===== src/design/kalman_position_estimator_2d_assert.svh =====
// Assertion macros for the 2D position estimator.
// Used by the top level only; needs clk and rst in scope.
`ifndef KALMAN_POSITION_ESTIMATOR_2D_ASSERT_SVH
`define KALMAN_POSITION_ESTIMATOR_2D_ASSERT_SVH

// same-cycle implication
`define KPE_ASSERT_NOW(lbl, ante, cons) \
  lbl: assert property (@(posedge clk) disable iff (rst) (ante) |-> (cons)) \
    else $error("kpe check failed");

// next-cycle implication
`define KPE_ASSERT_NEXT(lbl, ante, cons) \
  lbl: assert property (@(posedge clk) disable iff (rst) (ante) |=> (cons)) \
    else $error("kpe check failed");

`endif


===== src/design/kpe_pkg.sv =====
// Shared types, constants and saturation helper for the 2D position estimator.
// No dependencies.
package kpe_pkg;

  localparam int ST_W       = 48;   // stored state width
  localparam int AW         = 100;  // product accumulator width
  localparam int HW         = 24;   // half operand, multiplier slice
  localparam int NOISE_FRAC = 16;
  localparam int COV_INIT   = 100;

  localparam logic [1:0] REG_NOISE_XX = 2'd0;
  localparam logic [1:0] REG_NOISE_XY = 2'd1;
  localparam logic [1:0] REG_NOISE_YX = 2'd2;
  localparam logic [1:0] REG_NOISE_YY = 2'd3;

  typedef logic signed [ST_W-1:0] st_t;
  typedef logic signed [AW-1:0]   acc_t;

  typedef struct packed {
    logic start;
    logic clear;  // zero the accumulator first
    logic neg;    // subtract the product
  } mac_ctl_t;

  localparam st_t  ST_MAX     = {1'b0, {(ST_W-1){1'b1}}};
  localparam st_t  ST_MIN     = {1'b1, {(ST_W-1){1'b0}}};
  localparam acc_t ACC_ST_MAX = acc_t'(ST_MAX);
  localparam acc_t ACC_ST_MIN = acc_t'(ST_MIN);

  function automatic st_t sat_acc(input acc_t v);
    st_t r;
    if (v > ACC_ST_MAX) r = ST_MAX;
    else if (v < ACC_ST_MIN) r = ST_MIN;
    else r = v[ST_W-1:0];
    return r;
  endfunction

endpackage


===== src/design/kpe_div.sv =====
// Restoring unsigned divider, one quotient bit per cycle.
// Depends on kpe_pkg only through the import convention.
module kpe_div import kpe_pkg::*; #(
  parameter int NW = 118,
  parameter int DW = 101
) (
  input  logic          clk,
  input  logic          rst,
  input  logic          start,
  input  logic [NW-1:0] num,
  input  logic [DW-1:0] den,
  output logic          busy,
  output logic [NW-1:0] quo
);

  localparam int CW = $clog2(NW);

  logic [DW-1:0] rem;
  logic [DW-1:0] dsr;
  logic [CW-1:0] cnt;
  logic [DW:0]   r_sh;
  logic          fits;

  always_comb begin
    r_sh = {rem, quo[NW-1]};
    fits = (r_sh >= {1'b0, dsr});
  end

  always_ff @(posedge clk) begin
    if (rst) begin
      busy <= 1'b0;
      cnt  <= '0;
    end else if (start) begin
      quo  <= num;
      dsr  <= den;
      rem  <= '0;
      cnt  <= CW'(NW-1);
      busy <= 1'b1;
    end else if (busy) begin
      rem <= fits ? DW'(r_sh - {1'b0, dsr}) : r_sh[DW-1:0];
      quo <= {quo[NW-2:0], fits};
      if (cnt == '0) busy <= 1'b0;
      else cnt <= cnt - 1'b1;
    end
  end

endmodule


===== config.mk =====
export PLATFORM = sky130hd
export DESIGN_NAME = kpe_div
export DESIGN_NICKNAME = d
export VERILOG_FILES = /design/src/design/kalman_position_estimator_2d_assert.svh /design/src/design/kpe_pkg.sv /design/src/design/kpe_div.sv
export SDC_FILE = /design/constraint.sdc
export NUM_CORES = 1
export LEC_CHECK = 0
export ABC_AREA = 0
export BUFFER_PORTS_ARGS = -buffer_cell sky130_fd_sc_hd__buf_2
export CAP_MARGIN = 20
export CORE_MARGIN = 2
export CORE_UTILIZATION = 45
export CTS_CLUSTER_SIZE = 16
export DETAILED_ROUTE_END_ITERATION = 8
export PLACE_DENSITY = 0.67
export SYNTH_ARGS = -nofsm -noshare
export SYNTH_HDL_FRONTEND = slang
export SYNTH_SLANG_ARGS = --single-unit
export TNS_END_PERCENT = 20

===== constraint.sdc =====
create_clock -name clk -period 23.3 [get_ports clk]
set_clock_uncertainty 0.1 [all_clocks]
set_input_delay 1.165 -clock clk [delete_from_list [all_inputs] [get_ports clk]]
set_output_delay 1.165 -clock clk [all_outputs]
set_load 0.005 [all_outputs]

Yosys cells after proc, flatten, opt, wreduce, memory -nomap -nowiden
Index checks and enable logic that the tools add are counted.
Word-level totals
  register bits after elaboration: 328
  bits of input ports: 222
  output and inout bits: 119
  logic and storage cells: 29
Cells by class
  add/sub/neg operators: 2
  $lt $le $gt $ge: 1
  equal/unequal tests: 1
  mux-type cells: 10
  bitwise logic cells: 2
  reduce and logical (&&, ||, !) cells: 7
Operators with widths (count)
  118-bit 2-to-1 mux: 2
  101-bit 2-to-1 mux: 2
  102-bit by 101-bit >= comparator with 1-bit output: 1
  101-bit subtractor: 1
  7-bit 2-to-1 mux: 3
  2-bit AND reduction: 4
  7-bit zero test: 1
  7-bit by 1-bit subtractor with 7-bit output, second input constant: 1
  1-bit 2-to-1 mux: 3
  2-bit inequality test, second input constant: 1
  1-bit NOT: 2
  2-bit nonzero test: 1
  2-bit OR reduction: 1

Logic depth before layout (Yosys ltp)
  depth in word-level cells: 4
  depth in mapped cells: 18
  gate-level depth less buffers: 15

Worst setup path before layout
OpenSTA, ideal clock, no wires.
  path type: input port to flip-flop
  from: input start
  to: register quo[0], enable pin
  setup time: 801 ps
  arrival: 11115 ps
  required time: 22399 ps
  slack: 11284 ps
  stages: 5
  path buffers: 3
  path through: clkbuf_1 clkbuf_1 clkbuf_1 nor2_1 nor2_1
On the way
  word-level cells in the longest chain between the ends: 2
RTL lines
  from (decl): line kpe_div.sv:9  | input logic start,
  2-bit nonzero test (no line)
  2-bit AND reduction (no line)
  to (signal assigned): line kpe_div.sv:34  | quo <= num;
  to (signal assigned): line kpe_div.sv:41  | quo <= {quo[NW-2:0], fits};
  to (decl): line kpe_div.sv:13  | output logic [NW-1:0] quo
No other way between the ends.
A chain may end at the register's enable or synchronous reset.

Final worst setup path
  from: register quo[117]
  to: register rem[85] (data pin)
On the way
  word-level cells in the longest chain between the ends: 3
  elaborated cells between the ends (all ways): 4
  those cells by class: 1 x add/sub; 1 x order compare; 2 x mux
RTL lines
  101-bit subtractor / 102-bit by 101-bit >= comparator with 1-bit output (equally long branches): line kpe_div.sv:40, kpe_div.sv:26
  101-bit 2-to-1 mux *: line kpe_div.sv:40  | rem <= fits ? DW'(r_sh - {1'b0, dsr}) : r_sh[DW-1:0];
  101-bit 2-to-1 mux *: line kpe_div.sv:39  | end else if (busy) begin
  to (signal assigned): line kpe_div.sv:40
  to (decl): line kpe_div.sv:18  | logic [DW-1:0] rem;
Every way passes the cells marked *; elsewhere a longest branch is shown, timed or not. The select of a mux whose other input is x is not followed.

==> impl_metrics.toml <==
[run_status]
status = "complete, no violations"

[floorplanning]
die-width_um = 211.9
io_pins = 341
initial_utilization_pct = 45.36
std_cell_rows = 76
die_h_um = 211.9
design.die.area_mm2 = 0.04490
core_mm2 = 0.04289

[final_layout]
syn_to_final_growth_pct = 17.15
final_common_cell = "buf_2"
drive_above_1_share_pct = 24.24
most-common-layout-cells = "339 x buf_2, 320 x edfxtp_1, 247 x nand2_1"
fin_nets = 2495
finalNonFillerCells = 2785

[routing]
viasPerCell = 5.577
dr.pass1.iters = 5
postRouteAntennaNets = 0
drc = 0
drt_wl_total_mm = 54.37
drtIter0Drc = 1100
avgRoutedWirePerCell_um = 19.52
via_count = 15530

[synthesis]
syn-num-nets = 2197
synthArstFlopShare_pct = 0
yosysSeqAreaShare_pct = 50.23
synth_cells = 1871
syn_area_per_cell_um2 = 10.40
ys_types = 69
synth_edf_count = 320
synth.cell_area_mm2 = 0.01945
synth_seq_cells = 328
ys.flop_type = "edfxtp_1"
ys_warn_count = 0

[power_and_ir_drop]
power.total_uw = 1785
power.density_mw_per_mm2 = 78.32
leakage_uw = 0.009389
peakVddDrop_mv = 0.05263

[run]
max_cap_violations = 0

[critical_path]
crit_start = "quo[117]"
r2r_start = "quo[117]"
cp.required_ns = 23.51
critPathKind = "flip-flop to flip-flop"
cp-end-kind = "flip-flop"
crit_fanout = 43
worstPathArrival_ns = 5.57
startpoint_type = "flip-flop"

[timing]
timing.final.ws_setup_ns = 17.94
relSlewSlack_pct = 28.28
finalCritPeriodShare_pct = 23.01
hold_violations = 0
drv_slew = 0
timing.setup.tns_ns = 0
layout_min_cycle_time_ns = 5.362
hold_slack_ns = 0.4231
grt_setup_unrepaired = "no"
max_freq_ghz = 0.1865
finalSetupViolCount = 0
tightest_slew_ns = 1.076

[placement]
post-dp-hpwl_mm = 40.24
port_buffers = 340
gp_congestion = 0.9352
placed_cells = 2713
dp_slack_ns = 17.98

[global_routing]
grt_usage_pct = 23.96
grt_pass1_vias = 15470
grt_pass1_wl_mm = 84.52
grt_max_degree = 101
grt.overflow.total = 0
antenna_found_initial = 19

[clock_network]
cts-hold-fix-buffers = 0
post_cts_buffers = 0
htreeDepth = 2
cts_tree = "built"
cts_buffer_depth = 3
postCtsResizedCells = 0
clock-root-buffer = "clkbuf_16"
numCtsBuffers = 39
insertion_delay_ns = 0.56
path_clk_slew_ns = 0.06
cts_sinks = 328

[worst_hold_path]
worstHoldStart = "cnt[1]"
hp-class = "flip-flop to flip-flop"
-- final timing paths --
kind | endpoint | slack [ns] | depth (start not counted)
worst max-delay path | rem[85] | 17.94 | 16
worst min-delay path | cnt[1] | 0.42 | 2
worst max register to register | rem[85] | 17.94 | 16
worst min register to register | cnt[1] | 0.42 | 2
-- sequential cells by signal, indices dropped and copies added (netlist names) --
signal / flops
quo: 118
dsr: 101
rem: 101
cnt: 7
busy: 1
-- report_power, final --
group / switching [uW] / internal, uW / total (uW)
Clock: 245 / 335 / 580
Sequential: 25.9 / 713 / 739
Combinational: 278 / 187 / 465
Total: 549 / 1240 / 1780
-- worst max-delay path: stages (launching register included) --
cell	delay (ns)
edfxtp_1	0.41
inv_1	0.08
ha_1	0.16
inv_1	0.05
fa_1	0.40
a21o_1	0.22
a31o_1	0.25
a211oi_2	0.26
o311a_1	0.29
a221o_1	0.32
a2111oi_4	0.15
a211oi_4	0.42
o32ai_2	0.18
nor2_4	0.77
buf_4	0.56
nor4b_1	0.11
a311o_1	0.34
-- per-layer routing --
layer  track usage [%]  vias up  part of all wire, %
met5                 0        -                 0.28
met4             9.228       24                  3.5
met3             5.756      140                  6.9
met2             38.99      540                   46
met1             30.90     7412                   43
li1                  -     7416                    -
-- cells by family (layout without fill, tap and decap cells) --
logic type | count (synthesis) | count (layout) | share of synthesized area (%)
simple gates | 511 | 511 | 11.67
compound gates | 475 | 475 | 15.26
flops | 328 | 328 | 50.23
buf+inv | 235 | 559 | 4.747
mux | 122 | 122 | 7.050
fa+ha+maj | 104 | 104 | 6.728
xor+xnor | 96 | 96 | 4.323
other cells | 0 | 5 | 0
-- metrics by stage --
stage	utilization [%]	cell area, um^2
CTS	53.10	22770
global route	53.12	22780
finish	53.13	22790
detailed placement	50.36	21600
floorplan	-	19450
global placement	50.36	21600
-- area by class of cell --
| type | instances | area, um^2 |
|---|---|---|
| sequential | 328 | 9769 |
| clock inverter | 13 | 135.1 |
| clock buffer | 54 | 1042 |
| fill | 3927 | 20100 |
| inverter | 143 | 536.8 |
| antenna | 5 | 12.51 |
| multi-input combinational | 1308 | 8781 |
| timing repair buffer | 349 | 1778 |
| tap | 585 | 732.0 |
-- cells in the mapped netlist (8+ instances only) --
| cell type | count | area share (%) |
|---|---|---|
| a211oi_1 | 26 | 1.0 |
| a21o_1 | 45 | 1.7 |
| a21oi_1 | 213 | 5.5 |
| a31oi_1 | 11 | 0.35 |
| and3_1 | 13 | 0.42 |
| buf_2 | 12 | 0.31 |
| clkbuf_1 | 72 | 1.4 |
| dfxtp_1 | 8 | 0.82 |
| edfxtp_1 | 320 | 49 |
| ha_1 | 103 | 6.6 |
| inv_1 | 143 | 2.8 |
| mux2_2 | 120 | 6.9 |
| nand2_1 | 247 | 4.8 |
| nand3_1 | 18 | 0.46 |
| nand4_1 | 40 | 1.3 |
| nor2_1 | 111 | 2.1 |
| nor2b_1 | 8 | 0.26 |
| nor3_1 | 30 | 0.77 |
| o21a_1 | 17 | 0.66 |
| o21ai_0 | 59 | 1.5 |
| o21bai_1 | 27 | 1.0 |
| o31ai_1 | 8 | 0.31 |
| xnor2_1 | 64 | 2.9 |
| xor2_1 | 32 | 1.4 |
Note: power is estimated with default switching activity, not from simulation.
