## config.mk

```make
export PLATFORM = sky130hd
export DESIGN_NAME = kpe_mac
export DESIGN_NICKNAME = d
export VERILOG_FILES = /design/src/design/kalman_position_estimator_2d_assert.svh /design/src/design/kpe_pkg.sv /design/src/design/kpe_mac.sv
export SDC_FILE = /design/constraint.sdc
export NUM_CORES = 2
export LEC_CHECK = 0
export BUFFER_PORTS_ARGS = -buffer_cell sky130_fd_sc_hd__clkbuf_2
export CORE_ASPECT_RATIO = 1.4
export CORE_MARGIN = 2
export CORE_UTILIZATION = 53
export DETAILED_ROUTE_END_ITERATION = 6
export PLACE_DENSITY = 0.71
export SYNTH_ARGS = -nofsm -noshare
export SYNTH_HDL_FRONTEND = slang
export SYNTH_SLANG_ARGS = --single-unit
```

## constraint.sdc

```tcl
create_clock -name clk -period 14.3 [get_ports clk]
set_input_delay 1.43 -clock clk [delete_from_list [all_inputs] [get_ports clk]]
set_output_delay 1.43 -clock clk [all_outputs]
set_load 0.05 [all_outputs]
```

## src/design/kalman_position_estimator_2d_assert.svh

```systemverilog
// Assertion macros for the 2D position estimator.
// Used by the top level only; needs clk and rst in scope.
`ifndef KALMAN_POSITION_ESTIMATOR_2D_ASSERT_SVH
`define KALMAN_POSITION_ESTIMATOR_2D_ASSERT_SVH

// same-cycle implication
`define KPE_ASSERT_NOW(lbl, ante, cons) \
  lbl: assert property (@(posedge clk) disable iff (rst) (ante) |-> (cons)) \
    else $error("kpe check failed");

// next-cycle implication
`define KPE_ASSERT_NEXT(lbl, ante, cons) \
  lbl: assert property (@(posedge clk) disable iff (rst) (ante) |=> (cons)) \
    else $error("kpe check failed");

`endif

```

## src/design/kpe_pkg.sv

```systemverilog
// Shared types, constants and saturation helper for the 2D position estimator.
// No dependencies.
package kpe_pkg;

  localparam int ST_W       = 48;   // stored state width
  localparam int AW         = 100;  // product accumulator width
  localparam int HW         = 24;   // half operand, multiplier slice
  localparam int NOISE_FRAC = 16;
  localparam int COV_INIT   = 100;

  localparam logic [1:0] REG_NOISE_XX = 2'd0;
  localparam logic [1:0] REG_NOISE_XY = 2'd1;
  localparam logic [1:0] REG_NOISE_YX = 2'd2;
  localparam logic [1:0] REG_NOISE_YY = 2'd3;

  typedef logic signed [ST_W-1:0] st_t;
  typedef logic signed [AW-1:0]   acc_t;

  typedef struct packed {
    logic start;
    logic clear;  // zero the accumulator first
    logic neg;    // subtract the product
  } mac_ctl_t;

  localparam st_t  ST_MAX     = {1'b0, {(ST_W-1){1'b1}}};
  localparam st_t  ST_MIN     = {1'b1, {(ST_W-1){1'b0}}};
  localparam acc_t ACC_ST_MAX = acc_t'(ST_MAX);
  localparam acc_t ACC_ST_MIN = acc_t'(ST_MIN);

  function automatic st_t sat_acc(input acc_t v);
    st_t r;
    if (v > ACC_ST_MAX) r = ST_MAX;
    else if (v < ACC_ST_MIN) r = ST_MIN;
    else r = v[ST_W-1:0];
    return r;
  endfunction

endpackage

```

## src/design/kpe_mac.sv

```systemverilog
// Shared multiply-accumulate: signed 48x48 product built from four 24x24
// partial products, one per cycle. Depends on kpe_pkg.
module kpe_mac import kpe_pkg::*; (
  input  logic     clk,
  input  logic     rst,
  input  mac_ctl_t ctl,
  input  st_t      a,
  input  st_t      b,
  output logic     busy,
  output acc_t     acc
);

  logic [ST_W-1:0] ma;
  logic [ST_W-1:0] mb;
  logic            sub;
  logic [1:0]      step;
  logic [HW-1:0]   a_sl;
  logic [HW-1:0]   b_sl;
  logic [2*HW-1:0] pp;
  logic [AW-1:0]   term;

  always_comb begin
    a_sl = step[0] ? ma[2*HW-1:HW] : ma[HW-1:0];
    b_sl = step[1] ? mb[2*HW-1:HW] : mb[HW-1:0];
    pp   = a_sl * b_sl;
    case (step)
      2'd0:    term = AW'(pp);
      2'd3:    term = AW'(pp) << (2*HW);
      default: term = AW'(pp) << HW;
    endcase
  end

  always_ff @(posedge clk) begin
    if (rst) begin
      busy <= 1'b0;
      step <= 2'd0;
    end else if (ctl.start) begin
      ma   <= a[ST_W-1] ? (~a + 1'b1) : a;
      mb   <= b[ST_W-1] ? (~b + 1'b1) : b;
      sub  <= a[ST_W-1] ^ b[ST_W-1] ^ ctl.neg;
      busy <= 1'b1;
      step <= 2'd0;
      if (ctl.clear) acc <= '0;
    end else if (busy) begin
      acc  <= sub ? (acc - acc_t'(term)) : (acc + acc_t'(term));
      step <= step + 2'd1;
      if (step == 2'd3) busy <= 1'b0;
    end
  end

endmodule

```

**After elaboration in Yosys (flattened, before gate mapping)**

Cells that the tools add are included.

- Multiplexer cells: 12
- Divide/modulo/power cells: 0
- Reductions and logical operators: 5
- Shifts and indexed selects: 0
- Add/sub/neg operators: 5
- Bitwise gates (word level): 5
- $lt $le $gt $ge: 0
- Multipliers: 1
- Equal/unequal tests: 2

Operators with widths:

| cell | count |
|---|---|
| $mux 100 | 4 |
| $pmux 96 s2 | 1 |
| $add 100x97->100 | 1 |
| $sub 100x97->100 | 1 |
| $add 48x1->48 const B | 2 |
| $not 48->48 | 2 |
| $mux 47 | 2 |
| $mul 24x24->48 | 1 |
| $mux 24 | 2 |
| $mux 1 | 3 |
| $reduce_and 3->1 | 1 |
| $add 2x1->2 const B | 1 |
| $eq 2x2->1 const B | 1 |
| $logic_not 2->1 | 1 |
| $ne 2x2->1 const B | 1 |
| $reduce_and 2->1 | 1 |
| $reduce_bool 2->1 | 1 |
| $reduce_or 2->1 | 1 |
| $xor 1x1->1 | 2 |
| $not 1->1 | 1 |

- Input bits: 101
- Register bits: 200
- RAM bits: 0
- Latch bits: 0
- Output and inout bits: 101
- Logic and storage cells: 38
- Memories kept: 0
- ROM bits: 0

**Logic depth before layout (Yosys ltp)**

- Depth in word-level cells: 7
- Depth in mapped cells: 51
- Mapped depth without buffers: 44

**Worst setup path after synthesis**

Ideal clock, no wire load.

- Path type: reg2reg
- From: register step[0]
- To: register acc[85] (data pin)
- Setup time: 0.260 ns
- Required time: 14.040 ns
- Data arrival time: 11.689 ns
- Stages on the path, launching flop included: 46
- Path slack: 2.351 ns
- Buffers on the path: 5
- Clock period less this slack: 11.949 ns
- Cell sequence: dfxtp_1 -> clkbuf_1 -> clkbuf_1 -> clkbuf_1 -> mux2i_1 -> nor2_1 -> fa_1 -> fa_1 -> inv_1 -> fa_1 -> fa_1 -> inv_1 -> fa_1 -> fa_1 -> inv_1 -> fa_1 -> inv_1 -> ha_1 -> [... 10 more ...] -> nor2_1 -> a21oi_1 -> xor2_1 -> ha_1 -> clkbuf_1 -> a21o_1 -> a21boi_0 -> o21ai_0 -> a21o_1 -> a21oi_1 -> o21ai_0 -> a21o_1 -> a211oi_1 -> o31ai_1 -> a31oi_1 -> o21ai_0 -> a21oi_1 -> mux2_2

- Cells in the longest elaborated chain, start to end: 7
- Elaborated cells on any way between the ends: 10
- Those cells by class: add/sub: 2; mul: 1; eq/ne: 1; mux: 5; reduce/logical: 1

Ends and longest elaborated chain:

| item | RTL line | RTL |
|---|---|---|
| from (decl) | kpe_mac.sv:16 | `logic [1:0] step;` |
| from (signal assigned) | kpe_mac.sv:46 | `step <= step + 2'd1;` |
| $mux 24 | kpe_mac.sv:23 | `a_sl = step[0] ? ma[2*HW-1:HW] : ma[HW-1:0];` |
| $mul 24x24->48 | kpe_mac.sv:25 | `pp = a_sl * b_sl;` |
| $pmux 96 s2 (*) | kpe_mac.sv:26 | `case (step)` |
| $add 100x97->100 or $sub 100x97->100 (tied branches) | kpe_mac.sv:45 | `acc <= sub ? (acc - acc_t'(term)) : (acc + acc_t'(term));` |
| $mux 100 (*) | kpe_mac.sv:45 |  |
| $mux 100 (*) | kpe_mac.sv:44 | `end else if (busy) begin` |
| $mux 100 (*) | kpe_mac.sv:37 | `end else if (ctl.start) begin` |
| to (signal assigned) | kpe_mac.sv:45 |  |
| to (decl) | kpe_mac.sv:10 | `output acc_t acc` |

Mark *: on every way between the ends. The rest lies on a longest branch, timed or not. The select of a mux whose other input is x is not followed.
A chain may end at the register's enable or synchronous reset.

**Worst setup path in the final report**

- From: register step[0]
- To: register acc[99] (data pin)

The elaborated chain is that of the path after synthesis.

==> reports/results.ini <==
[synthesis]
synth_top_area_frac = 0.251
synth_area_um2 = 38500
synth.area.top_cells = fa_1 (25%), edfxtp_1 (15%), ha_1 (9.0%), inv_1 (6.0%), nor2_1 (5.4%)
syn_area_per_cell_um2 = 8.37
seq_area_frac_synth = 0.155
synth-seq-cells = 200
synth_top_cells_by_count = inv_1 (613), nor2_1 (550), nand2_1 (549)
synth_area_leader_cell = fa_1
syn-instance-count = 4597
synth_edf_count = 197
yosys.cell_types.count = 102
syn-num-nets = 5459
synth_flop_cell = edfxtp_1
ys_warn_count = 0
synth-async-reset-ratio = 0
yosysMostFrequentCell = inv_1

[cells_and_area]
fin_cells = 5652
register_area_um2 = 5980
multi_input_area_um2 = 29400
fin_util = 0.576
drive_above_1_share = 0.0960
nFillCells = 6628
fin_nets = 5556
syn_to_final_growth_pct = 7.30

[clocking]
cts_sinks = 200
cts_buffers = 17
postCtsSetupBuffers = 0
clock_latency_ns = 0.52
cts-root-buf = clkbuf_16
tritoncts = built
clkSlewWorstSetupHoldPaths_ns = 0.09
ctsHtreeMaxLevel = 4
clk_path_buf_depth = 2

[sta]
timing.hold.ws_ns = 0.597
fin_worst_skew_ns = 0.0150
setup_viol = 0
rsz0062_at_grt = false
tns_ns = 0
hold_viol_final = 0
finalCritPeriodShare = 0.959
period_needed_ns = 13.72
worst_pin_slew_ns = 1.13
max_freq_mhz = 72.9
max-slew-margin-rel = 0.247
slew_viol_final = 0

[placed_design]
hpwl_um = 109000
port_buffers = 201
place_inst = 5619
gp_congestion = 1.04

[worst_setup_path]
cp_num_buf_inv = 7
r2r_setup_slack_ns = 0.58
critPathSlowestCell = mux2i_1
worstPathRequired_ns = 14.57
start_kind = flip-flop
reg2regPathDepth = 42
path_class = reg -> reg
crit_fanout = 51
critPathLaunch = step[0]
cpMostUsedCell = fa_1
cp.arrival_ns = 13.99
critPathMaxStageDelay_ns = 0.78
end_kind = flip-flop
r2r-end = acc[99]
r2r-start = step[0]
crit_family = adder cells

[route]
antenna_left = 0
wl_met1_um = 47400
routed.top_layer = met5
wl_um = 134000
first_pass_iters = 6
vias_per_cell = 6.12
drc = 0
met3_length_um = 9490
routedWlPerCell_um = 23.8
drt_iter0_markers = 2858
dr_total_vias = 34600
routed-wl-met2_um = 65600

[hold_path]
hold_end = busy
whs_path_depth = 2
min_from = busy
hold_path.class = reg -> reg

[run]
drv_cap = 0

[global_routing]
grt_overflow_total = 0
grt_pass1_vias = 36100
antenna_found_initial = 4
grt_pass1_wl_um = 208000
grtUsageTotal = 0.368
grt_max_degree = 93

[floorplan]
floorplan.initialDensity = 0.537
die_w_um = 232
die_area_um2 = 74800
rows = 116
dieHeight_um = 323
pin_count = 202
core_um2 = 71700

[run_status]
status = finished, final reports clean

cells by family after synthesis:
family / count (synthesis) / share of synthesized area
mux: 96 / 0.0267
xor+xnor: 289 / 0.0658
flops: 200 / 0.155
buf+inv: 846 / 0.0836
simple gates: 1528 / 0.177
compound gates: 877 / 0.150
fa+ha+maj: 761 / 0.342
final cells by class:
class                           instances  area share
Clock buffer                           18      0.0104
Tap cell                              944      0.0286
Sequential cell                       200       0.145
Clock inverter                         14     0.00436
Multi-Input combinational cell       3551       0.711
Antenna cell                            1   0.0000606
Inverter                              613      0.0557
Timing Repair Buffer                  311      0.0450
cell usage in the layout (no fill, tap or decap), drive strengths merged, types with 20 or more instances in the layout:
cell	n
nor3	66
nand2	549
nand2b	27
and3	33
nor2	550
nand3	64
mux2	50
o21bai	21
buf	111
nor2b	20
a211oi	21
clkbuf	218
xor2	95
mux2i	46
ha	278
a31oi	42
xnor2	194
o31ai	46
or3	35
o21a	30
fa	483
a21o	84
a21oi	236
edfxtp	197
and2	42
inv	623
a22oi	24
o21ai	192
nand4	60
nor4	24
sequential cells by signal (all words and copies together) (netlist names):
name	flops
acc	100
ma	48
mb	48
step	2
busy	1
sub	1
routing by layer:
layer  GRT usage  vias up
li1            -    15600
met1       0.408    16900
met2       0.629     1567
met3      0.0675      501
met4       0.277        6
met5           0        -
worst max-delay path by stage:
stage	to	slack, ns	cells after the start
6_report	acc[99]	0.58	42
5_1_grt	acc[99]	0.05	42
4_1_cts	acc[92]	0.52	42
3_5_place_dp	acc[92]	0.59	42
3_3_place_gp	acc[99]	0.56	43
2_1_floorplan	acc[85]	2.35	45
tightest hold or removal path: stages (launching register included):
cell and delay (ns):
dfxtp_1 0.37, a21oi_1 0.14, nor2_1 0.04
through the flow:
step / area, µm² / worst slack, ns
floorplan: 38500 / 2.35
global placement: 40700 / 0.562
detailed placement: 40700 / 0.592
CTS: 41300 / 0.522
global route: 41300 / 0.0463
finish: 41300 / 0.579
timing repair:
| action | CTS | global route |
|---|---|---|
| hold buffers | 0 | 0 |
| endpoints found under the setup margin | 0 | 4 |
| gates resized for setup | 0 | 3 |
Power is left out: the tool's default activity adds up to more than one toggle a clock period on the data nets, which glitch-free logic cannot reach.
